**src/design/srdf_pkg.sv**
```systemverilog
//------------------------------------------------------------------------------
// srdf_pkg
// Shared types and constants for the shadow register file with dirty flush.
//------------------------------------------------------------------------------
`default_nettype none

package srdf_pkg;

	localparam int IDX_W   = 3;
	localparam int WORD_W  = 32;
	localparam int BIT_W   = 6;
	localparam int MODE_W  = 2;
	localparam int TOP_BIT = 31;

	// word whose dirty state forces word 0 out on a flush
	localparam int FORCE_WORD = 4;

	localparam logic [MODE_W-1:0] MODE_FIELD = 2'd0;
	localparam logic [MODE_W-1:0] MODE_FLUSH = 2'd1;
	localparam logic [MODE_W-1:0] MODE_ALL   = 2'd2;

	typedef struct packed {
		logic [MODE_W-1:0] mode;
		logic [IDX_W-1:0]  reg_index;
		logic [BIT_W-1:0]  bit_high;
		logic [BIT_W-1:0]  bit_low;
		logic [WORD_W-1:0] field_value;
	} in_item_t;

	typedef struct packed {
		logic [IDX_W-1:0]  word_index;
		logic [WORD_W-1:0] word_value;
		logic              last_word;
	} out_item_t;

	// decoded field write handed from the decoder to the sequencer
	typedef struct packed {
		logic              ok;
		logic [IDX_W-1:0]  idx;
		logic [WORD_W-1:0] mask;
		logic [WORD_W-1:0] ins;
	} field_cmd_t;

endpackage

`default_nettype wire

```
**src/design/srdf_chan_if.sv**
```systemverilog
//------------------------------------------------------------------------------
// srdf_chan_if
// Valid/ready channel carrying one payload per transaction.
//------------------------------------------------------------------------------
`default_nettype none

interface srdf_chan_if #(parameter type payload_t = logic);

	logic     valid;
	logic     ready;
	payload_t payload;

	modport source (output valid, output payload, input ready);
	modport sink (input valid, input payload, output ready);

endinterface

`default_nettype wire

```
**src/design/srdf_ram.sv**
```systemverilog
//------------------------------------------------------------------------------
// srdf_ram
// Generic single-write, single-read RAM with registered read data.
//------------------------------------------------------------------------------
`default_nettype none

module srdf_ram #(
	parameter int WIDTH = 32,
	parameter int DEPTH = 8,
	localparam int AW = (DEPTH > 1) ? $clog2(DEPTH) : 1
) (
	input  wire logic             clk,
	input  wire logic             we,
	input  wire logic [AW-1:0]    waddr,
	input  wire logic [WIDTH-1:0] wdata,
	input  wire logic             re,
	input  wire logic [AW-1:0]    raddr,
	output logic      [WIDTH-1:0] rdata
);

	logic [WIDTH-1:0] mem [DEPTH];

	always_ff @(posedge clk) begin
		if (we) begin
			mem[waddr] <= wdata;
		end
		if (re) begin
			rdata <= mem[raddr];
		end
	end

endmodule

`default_nettype wire

```
**src/design/srdf_field.sv**
```systemverilog
//------------------------------------------------------------------------------
// srdf_field
// Decodes a field write: orders the bounds, checks them, builds mask and value.
//------------------------------------------------------------------------------
`default_nettype none

module srdf_field #(
	parameter int NUM_WORDS       = 7,
	parameter int ADDR_FIELD_BITS = 3
) (
	input  wire srdf_pkg::in_item_t   item,
	output srdf_pkg::field_cmd_t      cmd
);

	import srdf_pkg::*;

	logic [BIT_W-1:0] hi;
	logic [BIT_W-1:0] lo;
	logic [4:0]       hi5;
	logic [4:0]       lo5;
	logic [WORD_W-1:0] mask;

	always_comb begin
		if (item.bit_low > item.bit_high) begin
			hi = item.bit_low;
			lo = item.bit_high;
		end else begin
			hi = item.bit_high;
			lo = item.bit_low;
		end
	end

	assign hi5 = hi[4:0];
	assign lo5 = lo[4:0];

	// ones from lo up to hi inclusive
	assign mask = ({WORD_W{1'b1}} >> (5'(TOP_BIT) - hi5)) & ({WORD_W{1'b1}} << lo5);

	assign cmd.ok = ({1'b0, lo} >= 7'(ADDR_FIELD_BITS))
		&& (hi <= BIT_W'(TOP_BIT))
		&& ({1'b0, item.reg_index} < 4'(NUM_WORDS));
	assign cmd.idx  = item.reg_index;
	assign cmd.mask = mask;
	assign cmd.ins  = (item.field_value << lo5) & mask;

endmodule

`default_nettype wire

```
**src/design/shadow_register_dirty_flush.sv**
```systemverilog
//------------------------------------------------------------------------------
// shadow_register_dirty_flush
// Shadow word store with per-word dirty bits, field writes and word flushes.
//------------------------------------------------------------------------------
// The shadow words sit in a small RAM with one read and one write port. A field
// write that passes its checks has two steps: the word is read, then merged
// and written back (the dirty bit is set only if the word changed). A flush or
// write-all streams its n words out at one per cycle, highest index first, while
// the word port does not stall; the command port stays busy until the last word
// is loaded into the output register; the single RAM read port sets the pace.
// A flush with nothing dirty, an unused mode or a rejected field write leaves
// the port free on the next cycle. Words never written since reset read as
// their index, so no clearing pass is needed after reset.
`default_nettype none

module shadow_register_dirty_flush #(
	parameter int NUM_WORDS       = 7,
	parameter int ADDR_FIELD_BITS = 3
) (
	input  wire logic clk,
	input  wire logic arst_n,
	srdf_chan_if.sink   cmd,
	srdf_chan_if.source word
);

	import srdf_pkg::*;

	localparam int AW = (NUM_WORDS > 1) ? $clog2(NUM_WORDS) : 1;

	in_item_t   item;
	field_cmd_t fcmd;

	logic                 cmd_acc;
	logic                 busy;
	logic [NUM_WORDS-1:0] dirty_q;
	logic [NUM_WORDS-1:0] send_q;
	logic [NUM_WORDS-1:0] valid_q;
	logic [AW-1:0]        sel;
	logic                 issue;
	logic                 out_load;
	logic                 re;
	logic [AW-1:0]        raddr;
	logic [WORD_W-1:0]    rdata;
	logic [WORD_W-1:0]    cur;
	logic [WORD_W-1:0]    nv;
	logic                 changed;
	logic                 we;

	logic                 emit_pend_s1;
	logic                 fw_s1;
	logic [AW-1:0]        idx_s1;
	logic                 rv_s1;
	logic                 last_s1;
	logic [WORD_W-1:0]    mask_s1;
	logic [WORD_W-1:0]    ins_s1;

	logic                 out_valid_q;
	out_item_t            out_q;

	assign item    = cmd.payload;
	assign busy    = (|send_q) || emit_pend_s1 || fw_s1;
	assign cmd.ready = !busy;
	assign cmd_acc = cmd.valid && !busy;

	srdf_field #(
		.NUM_WORDS       (NUM_WORDS),
		.ADDR_FIELD_BITS (ADDR_FIELD_BITS)
	) u_field (
		.item (item),
		.cmd  (fcmd)
	);

	// highest pending word goes first
	always_comb begin
		sel = '0;
		for (int k = 0; k < NUM_WORDS; k++) begin
			if (send_q[k]) begin
				sel = AW'(k);
			end
		end
	end

	assign out_load = emit_pend_s1 && (!out_valid_q || word.ready);
	assign issue    = (|send_q) && (!emit_pend_s1 || out_load);

	always_comb begin
		re    = 1'b0;
		raddr = sel;
		if (issue) begin
			re = 1'b1;
		end else if (cmd_acc && item.mode == MODE_FIELD && fcmd.ok) begin
			re    = 1'b1;
			raddr = fcmd.idx[AW-1:0];
		end
	end

	srdf_ram #(
		.WIDTH (WORD_W),
		.DEPTH (NUM_WORDS)
	) u_ram (
		.clk   (clk),
		.we    (we),
		.waddr (idx_s1),
		.wdata (nv),
		.re    (re),
		.raddr (raddr),
		.rdata (rdata)
	);

	// untouched words still hold their reset contents
	assign cur     = rv_s1 ? rdata : WORD_W'(idx_s1);
	assign nv      = (cur & ~mask_s1) | ins_s1;
	assign changed = nv != cur;
	assign we      = fw_s1 && changed;

	always_ff @(posedge clk) begin
		if (re) begin
			idx_s1  <= raddr;
			rv_s1   <= valid_q[raddr];
			last_s1 <= (send_q & ~(NUM_WORDS'(1) << sel)) == '0;
			mask_s1 <= fcmd.mask;
			ins_s1  <= fcmd.ins;
		end
		if (out_load) begin
			out_q.word_index <= IDX_W'(idx_s1);
			out_q.word_value <= cur;
			out_q.last_word  <= last_s1;
		end
	end

	always_ff @(posedge clk or negedge arst_n) begin
		if (!arst_n) begin
			dirty_q      <= '0;
			send_q       <= '0;
			valid_q      <= '0;
			emit_pend_s1 <= 1'b0;
			fw_s1        <= 1'b0;
			out_valid_q  <= 1'b0;
		end else begin
			fw_s1 <= cmd_acc && item.mode == MODE_FIELD && fcmd.ok;
			if (we) begin
				dirty_q[idx_s1] <= 1'b1;
				valid_q[idx_s1] <= 1'b1;
			end
			if (cmd_acc && item.mode == MODE_FLUSH) begin
				send_q  <= dirty_q | NUM_WORDS'(dirty_q[FORCE_WORD]);
				dirty_q <= '0;
			end else if (cmd_acc && item.mode == MODE_ALL) begin
				send_q  <= '1;
				dirty_q <= '0;
			end else if (issue) begin
				send_q[sel] <= 1'b0;
			end
			if (issue) begin
				emit_pend_s1 <= 1'b1;
			end else if (out_load) begin
				emit_pend_s1 <= 1'b0;
			end
			if (out_load) begin
				out_valid_q <= 1'b1;
			end else if (word.ready) begin
				out_valid_q <= 1'b0;
			end
		end
	end

	assign word.valid   = out_valid_q;
	assign word.payload = out_q;

endmodule

`default_nettype wire

```
**src/flat_wrapper.sv**
```systemverilog
// flat-port wrapper written by rule: the top's interface ports become plain ports
module shadow_register_dirty_flush_flat import srdf_pkg::*;
#(
	parameter int NUM_WORDS       = 7,
	parameter int ADDR_FIELD_BITS = 3
)
  (clk, arst_n, cmd_valid, cmd_payload, cmd_ready, word_valid, word_payload, word_ready);
  srdf_chan_if #(.payload_t(in_item_t)) cmd_i ();
  srdf_chan_if #(.payload_t(out_item_t)) word_i ();
  input  wire logic clk;
  input  wire logic arst_n;
  input wire logic [$bits(cmd_i.valid)-1:0] cmd_valid;
  input wire logic [$bits(cmd_i.payload)-1:0] cmd_payload;
  output wire logic [$bits(cmd_i.ready)-1:0] cmd_ready;
  output wire logic [$bits(word_i.valid)-1:0] word_valid;
  output wire logic [$bits(word_i.payload)-1:0] word_payload;
  input wire logic [$bits(word_i.ready)-1:0] word_ready;
  assign cmd_i.valid = cmd_valid;
  assign cmd_i.payload = cmd_payload;
  assign cmd_ready = cmd_i.ready;
  assign word_valid = word_i.valid;
  assign word_payload = word_i.payload;
  assign word_i.ready = word_ready;
  shadow_register_dirty_flush #(.NUM_WORDS(NUM_WORDS), .ADDR_FIELD_BITS(ADDR_FIELD_BITS)) u_core (.clk(clk), .arst_n(arst_n), .cmd(cmd_i), .word(word_i));
endmodule
```
**config.mk**
```make
export PLATFORM = sky130hd
export DESIGN_NAME = shadow_register_dirty_flush_flat
export DESIGN_NICKNAME = d
export VERILOG_FILES = /design/src/design/srdf_pkg.sv /design/src/design/srdf_chan_if.sv /design/src/design/srdf_ram.sv /design/src/design/srdf_field.sv /design/src/design/shadow_register_dirty_flush.sv /design/src/flat_wrapper.sv
export SDC_FILE = /design/constraint.sdc
export NUM_CORES = 1
export LEC_CHECK = 0
export BUFFER_PORTS_ARGS = -buffer_cell sky130_fd_sc_hd__buf_2
export CAP_MARGIN = 20
export CORE_AREA = 2 2 202 204
export CTS_CLUSTER_DIAMETER = 80
export CTS_CLUSTER_SIZE = 16
export DETAILED_ROUTE_END_ITERATION = 6
export DIE_AREA = 0 0 204 206
export GPL_TIMING_DRIVEN = 1
export SLEW_MARGIN = 10
export SYNTH_ARGS = -nofsm -noshare
export SYNTH_HDL_FRONTEND = slang
export SYNTH_SLANG_ARGS = --single-unit
```
**constraint.sdc**
```tcl
create_clock -name clk -period 6.05 [get_ports clk]
set_input_delay 0.605 -clock clk [delete_from_list [all_inputs] [get_ports clk]]
set_output_delay 0.605 -clock clk [all_outputs]
set_load 0.005 [all_outputs]
```
==> flow_summary.toml, run 1 <==
[layout]
mostFrequentLayoutCells = "361 x edfxtp_1, 171 x nand2_1, 92 x nor2_1"
layout.cells.non_filler = 1993
final_layout_size_suffix_gt1_frac = 0.164
diodes = 0
final_common_cell = "edfxtp_1"
final_area_um2 = 19600
nNetsFinal = 1509
area_growth_pct = 10.6

[setup_path]
cpMostUsedCell = "buf_4"
start_kind = "flip-flop"
cp.required_ns = 6.49
cp_max_fo = 24
cp.arrival_ns = 4.68
path_class = "flip-flop to flip-flop"
max_stage_delay_ns = 0.63
cp_slowest_cell = "edfxtp_1"
crit_chain = "buf_4 > and2_1 > a32o_1 > a311o_1 > a2111oi_0 > nand4_1 > o41ai_1 > nand2b_1 > nor2_4 > buf_4 > or2_2"
critical_path_buf_inv_count = 2
reg2reg_setup_slack_ns = 1.82
critPathTopFamily = "compound AO/OA/AOI/OAI gates"
endpoint_kind = "flip-flop"

[synth]
syn_area_um2 = 17700
synth_fp_nets = 1430
synth_top_area_cell = "edfxtp_1"
yosysSeqAreaShare = 0.646
synth-edff-count = 361
synth_warnings = 0
yosys-top-cells-area = "edfxtp_1 61%, mux2i_1 4.7%, mux2_2 3.7%"
ys_seq_elements = 385
synth_top_area_share = 0.612
synth_cell_types = 79
ys.flop_type = "edfxtp_1"
avgSynthCellArea_um2 = 12.9
syn-instance-count = 1371
async_flop_share = 0.0623

[status]
status = "completed"

[pwr]
p_leak_nw = 7.26
ir_worst_vdd_uv = 564
p_per_area_nw_per_um2 = 532

[global_routing]
grt.total_usage = 0.228
gr-total-overflow = 0
grt_pass1_vias = 11300
grt_max_degree = 97
grt_pass1_wl_um = 71100
antenna_found_initial = 0

[detailed_routing]
wl_um = 48300
drtPass1Iterations = 7
vias = 11700
drtIter0Drc = 1159
ant_nets = 0
post-route-drc-count = 0
viasPerCell = 5.89
wl_per_cell_um = 24.2

[clock_network]
ctsRootBufferMaster = "clkbuf_16"
cts.htree.levels = 1
cts_setup_buffers = 0
clock_latency_ns = 0.57
clk_pin_slew_ns = 0.07
clock_sinks = 385
cts_buffer_depth = 3
cts_tree = "done"
cts-resized-gates = 0
cts_hold_buf = 0
cts_buffers = 28

[timing]
hold_violations = 0
fin_worst_skew_ns = 0.0130
setup_violations = 0
max_freq_ghz = 0.236
rsz0062_at_grt = "false"
tns_ns = 0
fin_crit_sh = 0.699
setup_ws_ns = 1.82
fin_crit_ns = 4.23
slew_viol_final = 0
slew_headroom = 0.264
worstMarginPinSlew_ns = 1.08

[place]
place_inst = 1951
dp_hpwl_um = 32500
numPortBuffers = 90
place_area_um2 = 18700
dp_slack_ns = 1.36
place.gp.congestion = 0.997

[floorplanning]
start_util = 0.441
rows = 74
die_area_um2 = 42000
coreArea_um2 = 40200
die_w_um = 204
io_pins = 91
die_h_um = 206

[job]
max-cap-violations = 0

[hold_path]
hold_path_class = "primary input to async pin"
## final timing paths
path,cells after the start,endpoint,start
setup / recovery,11,u_core.valid_q[4],u_core.rv_s1
hold / removal,1,u_core.send_q[3],arst_n
setup reg to reg,11,u_core.valid_q[4],u_core.rv_s1
hold reg to reg,0,u_core.word.payload[0],u_core.last_s1
max in group asynchronous,1,u_core.valid_q[0],arst_n
min in group clk,2,u_core.send_q[6],cmd_payload[47]
## power breakdown
group | switching, mW | internal [mW]
clock network | 0.854 | 0.955
logic | 2.74 | 1.33
registers | 0.371 | 4.17
total | 3.96 | 6.45
## metal layers
layer	up-vias	routed length (um)	GRT usage
met5	-	0	0
met4	0	1910	0.0911
met3	91	3040	0.0260
met2	470	21600	0.355
met1	5800	21700	0.329
li1	5369	-	-
## kinds of logic (layout without fill, tap and decap cells)
group / Yosys count / in the layout / share of synthesized area
AND/OR/NAND/NOR: 388 / 388 / 0.0996
flip-flops: 385 / 385 / 0.646
AO/OA/AOI/OAI: 317 / 317 / 0.128
multiplexers: 143 / 143 / 0.0856
buffers and inverters: 130 / 220 / 0.0352
adder cells (fa/ha/maj): 7 / 7 / 0.00480
XOR/XNOR: 1 / 1 / 0.000495
## Yosys cell counts, drive strengths merged (3+ instances only)
cell     number
or2          11
o21ai        49
ha            6
nand2       172
and3          5
nand3b        4
buf          43
o21bai       14
nor4          5
nor3b        12
mux2         58
o211ai        6
and2         14
a211oi       11
dfrtp        24
edfxtp      361
a32o         36
o22ai        46
a31oi         5
or4           3
o221ai        4
nor3         13
o211a         3
o32ai         6
nand3        18
nor2b         7
o21a         14
or3           4
o2111ai       4
a221oi        3
nor2         98
a22o          5
clkbuf       22
inv          65
nand4         7
a21oi        67
nand2b       11
a21o          5
mux2i        85
a22oi         6
o31ai         6
a2111oi       3
## metrics by stage
stage	hold WS (ns)	total power, mW	util
6_report	0.0230	10.4	0.487
2_1_floorplan	0.309	7.23	-
3_5_place_dp	0.422	8.64	0.466
4_1_cts	0.0148	10.5	0.487
3_3_place_gp	0.408	8.60	0.466
5_1_grt	0.0530	10.9	0.487
## sequential cells by signal, indices dropped and copies added, names as in the netlist
name	flops
u_core.last_s1	1
u_core.dirty_q	7
u_core.emit_pend_s1	1
u_core.valid_q	7
u_core.u_ram.mem	224
u_core.send_q	7
u_core.u_ram.rdata	32
u_core.word.valid	1
u_core.mask_s1	32
u_core.ins_s1	32
u_core.word.payload	36
u_core.idx_s1	3
u_core.fw_s1	1
u_core.rv_s1	1
## layout make-up
class / count / area (um^2)
Clock buffer: 38 / 759
Clock inverter: 3 / 68.8
Fill cell: 3576 / 20600
Inverter: 65 / 244
Multi-Input combinational cell: 856 / 5740
Sequential cell: 385 / 11400
Tap cell: 532 / 666
Timing Repair Buffer: 114 / 668
No activity file was read; power rests on OpenSTA's default activity.
==> run 2: changes to the inputs <==
==> constraint.sdc (replaced) <==
create_clock -name clk -period 4.32 [get_ports clk]
set_input_delay 0.432 -clock clk [delete_from_list [all_inputs] [get_ports clk]]
set_output_delay 0.432 -clock clk [all_outputs]
set_load 0.005 [all_outputs]
==> run 2 against run 1 <==
Critical path depth fell by 1. Non-clock buffer count is 30 higher. Clock power is 33% higher. Core utilization is 0.84 points higher. Sequential cell count stayed put. Clock skew increased by 0.0028 ns.
==> flow_summary.toml, run 2 (synthesized netlist as in run 1, its figures left out) <==
[status]
status = "completed"

[place]
dp_slack_ns = -0.0510
numPortBuffers = 90
dp_hpwl_um = 32700
place_inst = 1980
place.gp.congestion = 1.01

[setup_path]
cp_slowest_cell = "edfxtp_1"
cp.arrival_ns = 4.34
critPathTopFamily = "compound AO/OA/AOI/OAI gates"
path_class = "flip-flop to flip-flop"
cp_max_fo = 28
start_kind = "flip-flop"
endpoint_kind = "flip-flop"
critical_path_buf_inv_count = 2
crit_chain = "buf_12 > and2_1 > a32o_1 > a311o_1 > a2111oi_0 > nand4_1 > o41ai_1 > nand2b_1 > nor2_4 > buf_4"
cp.required_ns = 4.64
max_stage_delay_ns = 0.71

[global_routing]
grt_max_degree = 67
grt_pass1_vias = 11400
grt.total_usage = 0.224
gr-total-overflow = 0
grt_pass1_wl_um = 71100
antenna_found_initial = 1

[layout]
final_common_cell = "edfxtp_1"
diodes = 0
area_growth_pct = 12.5
mostFrequentLayoutCells = "361 x edfxtp_1, 171 x nand2_1, 92 x nor2_1"
nNetsFinal = 1539
largest_reg_flops = 224
layout.cells.non_filler = 2023
final_layout_size_suffix_gt1_frac = 0.180
regMostFlops = "u_core.u_ram.mem"

[clock_network]
cts_tree = "done"
clock_latency_ns = 0.56
clk_pin_slew_ns = 0.07
cts.htree.levels = 1
clock_sinks = 385
cts_buffers = 28
ctsRootBufferMaster = "clkbuf_16"
cts_setup_buffers = 0
cts_buffer_depth = 3

[timing]
rsz0062_at_grt = "false"
setup_violations = 0
timing.hold.ws_ns = 0.155
fin_crit_ns = 4.03
max_freq_ghz = 0.248
slew_headroom = 0.280
setup_ws_ns = 0.293
fin_crit_sh = 0.932
slew_viol_final = 0
fin_worst_skew_ns = 0.0158
hold_violations = 0
worstMarginPinSlew_ns = 1.08

[detailed_routing]
viasPerCell = 5.82
drtPass1Iterations = 5
post-route-drc-count = 0
wl_per_cell_um = 23.2
drtIter0Drc = 1143
wl_um = 46800
ant_nets = 0
vias = 11800

[hold_path]
hold_path_class = "primary input to flip-flop"

[floorplanning]
coreArea_um2 = 40200
die_w_um = 204
start_util = 0.441
die_area_um2 = 42000
io_pins = 91
rows = 74
die_h_um = 206

[pwr]
p_per_area_nw_per_um2 = 735
p_leak_nw = 7.42
ir_worst_vdd_uv = 642
p_total_mw = 14.6

[job]
max-cap-violations = 0
[run 2: changes by cell type in the layout (fill, tap and decap cells not counted), sizes merged]
cell	previous run	this run
dlygate4sd3	0	1
bufinv	2	0
buf	114	143
clkinv	0	1
clkinvlp	0	1
[run 2: per-layer routing]
metal  vias to the layer above  wire length, um  track usage
met2                       443            21400        0.355
met3                        76             2960       0.0290
li1                       5440                -            -
met5                         -               17            0
met1                      5803            21500        0.328
met4                         2              936       0.0536
[run 2: worst reg2reg max path, stage by stage (launching register included)]
cell and delay [ns]:
edfxtp_1 0.71, buf_12 0.31, and2_1 0.20, a32o_1 0.23, a311o_1 0.33, a2111oi_0 0.29
nand4_1 0.24, o41ai_1 0.45, nand2b_1 0.44, nor2_4 0.29, buf_4 0.28
[run 2: path summary, 6_finish.rpt]
kind,start,end,slack (ns),depth (start not counted)
worst min register to register,u_core.last_s1,u_core.word.payload[0],0.42,0
min in group asynchronous,arst_n,u_core.send_q[5],0.39,2
worst max register to register,u_core.rv_s1,u_core.u_ram.mem[4][17],0.29,10
worst min-delay path,cmd_payload[47],u_core.send_q[6],0.16,2
worst max-delay path,u_core.rv_s1,u_core.u_ram.mem[4][17],0.29,10
max in group asynchronous,arst_n,u_core.dirty_q[2],3.55,2
[run 2: power breakdown]
| part | switching [mW] | internal [mW] | total, mW |
|---|---|---|---|
| combinational | 3.80 | 2.08 | 5.88 |
| clock | 1.19 | 1.22 | 2.41 |
| sequential | 0.524 | 5.83 | 6.35 |
[run 2: what timing repair did]
| item | 4_1_cts | 5_1_grt |
|---|---|---|
| hold buffers | 1 | 0 |
| endpoints found under the hold margin | 24 | 0 |
| gates resized for setup | 0 | 0 |
[run 2: layout make-up]
class,count,area (um^2)
flip-flops and latches,385,11400
inverters,65,244
clock buffers,38,759
fillers,3535,20300
clock inverters,3,21.3
well taps,532,666
multi-input cells,856,5740
repair buffers,144,1050
[run 2: per-stage QoR]
stage | instance area (um^2) | setup TNS, ns | utilization
finish | 19900 | 0 | 0.496
global route | 19900 | 0 | 0.496
CTS | 19900 | 0 | 0.495
detailed placement | 19100 | -0.0510 | 0.476
global placement | 19100 | 0 | 0.475
floorplan | 17700 | 0 | -
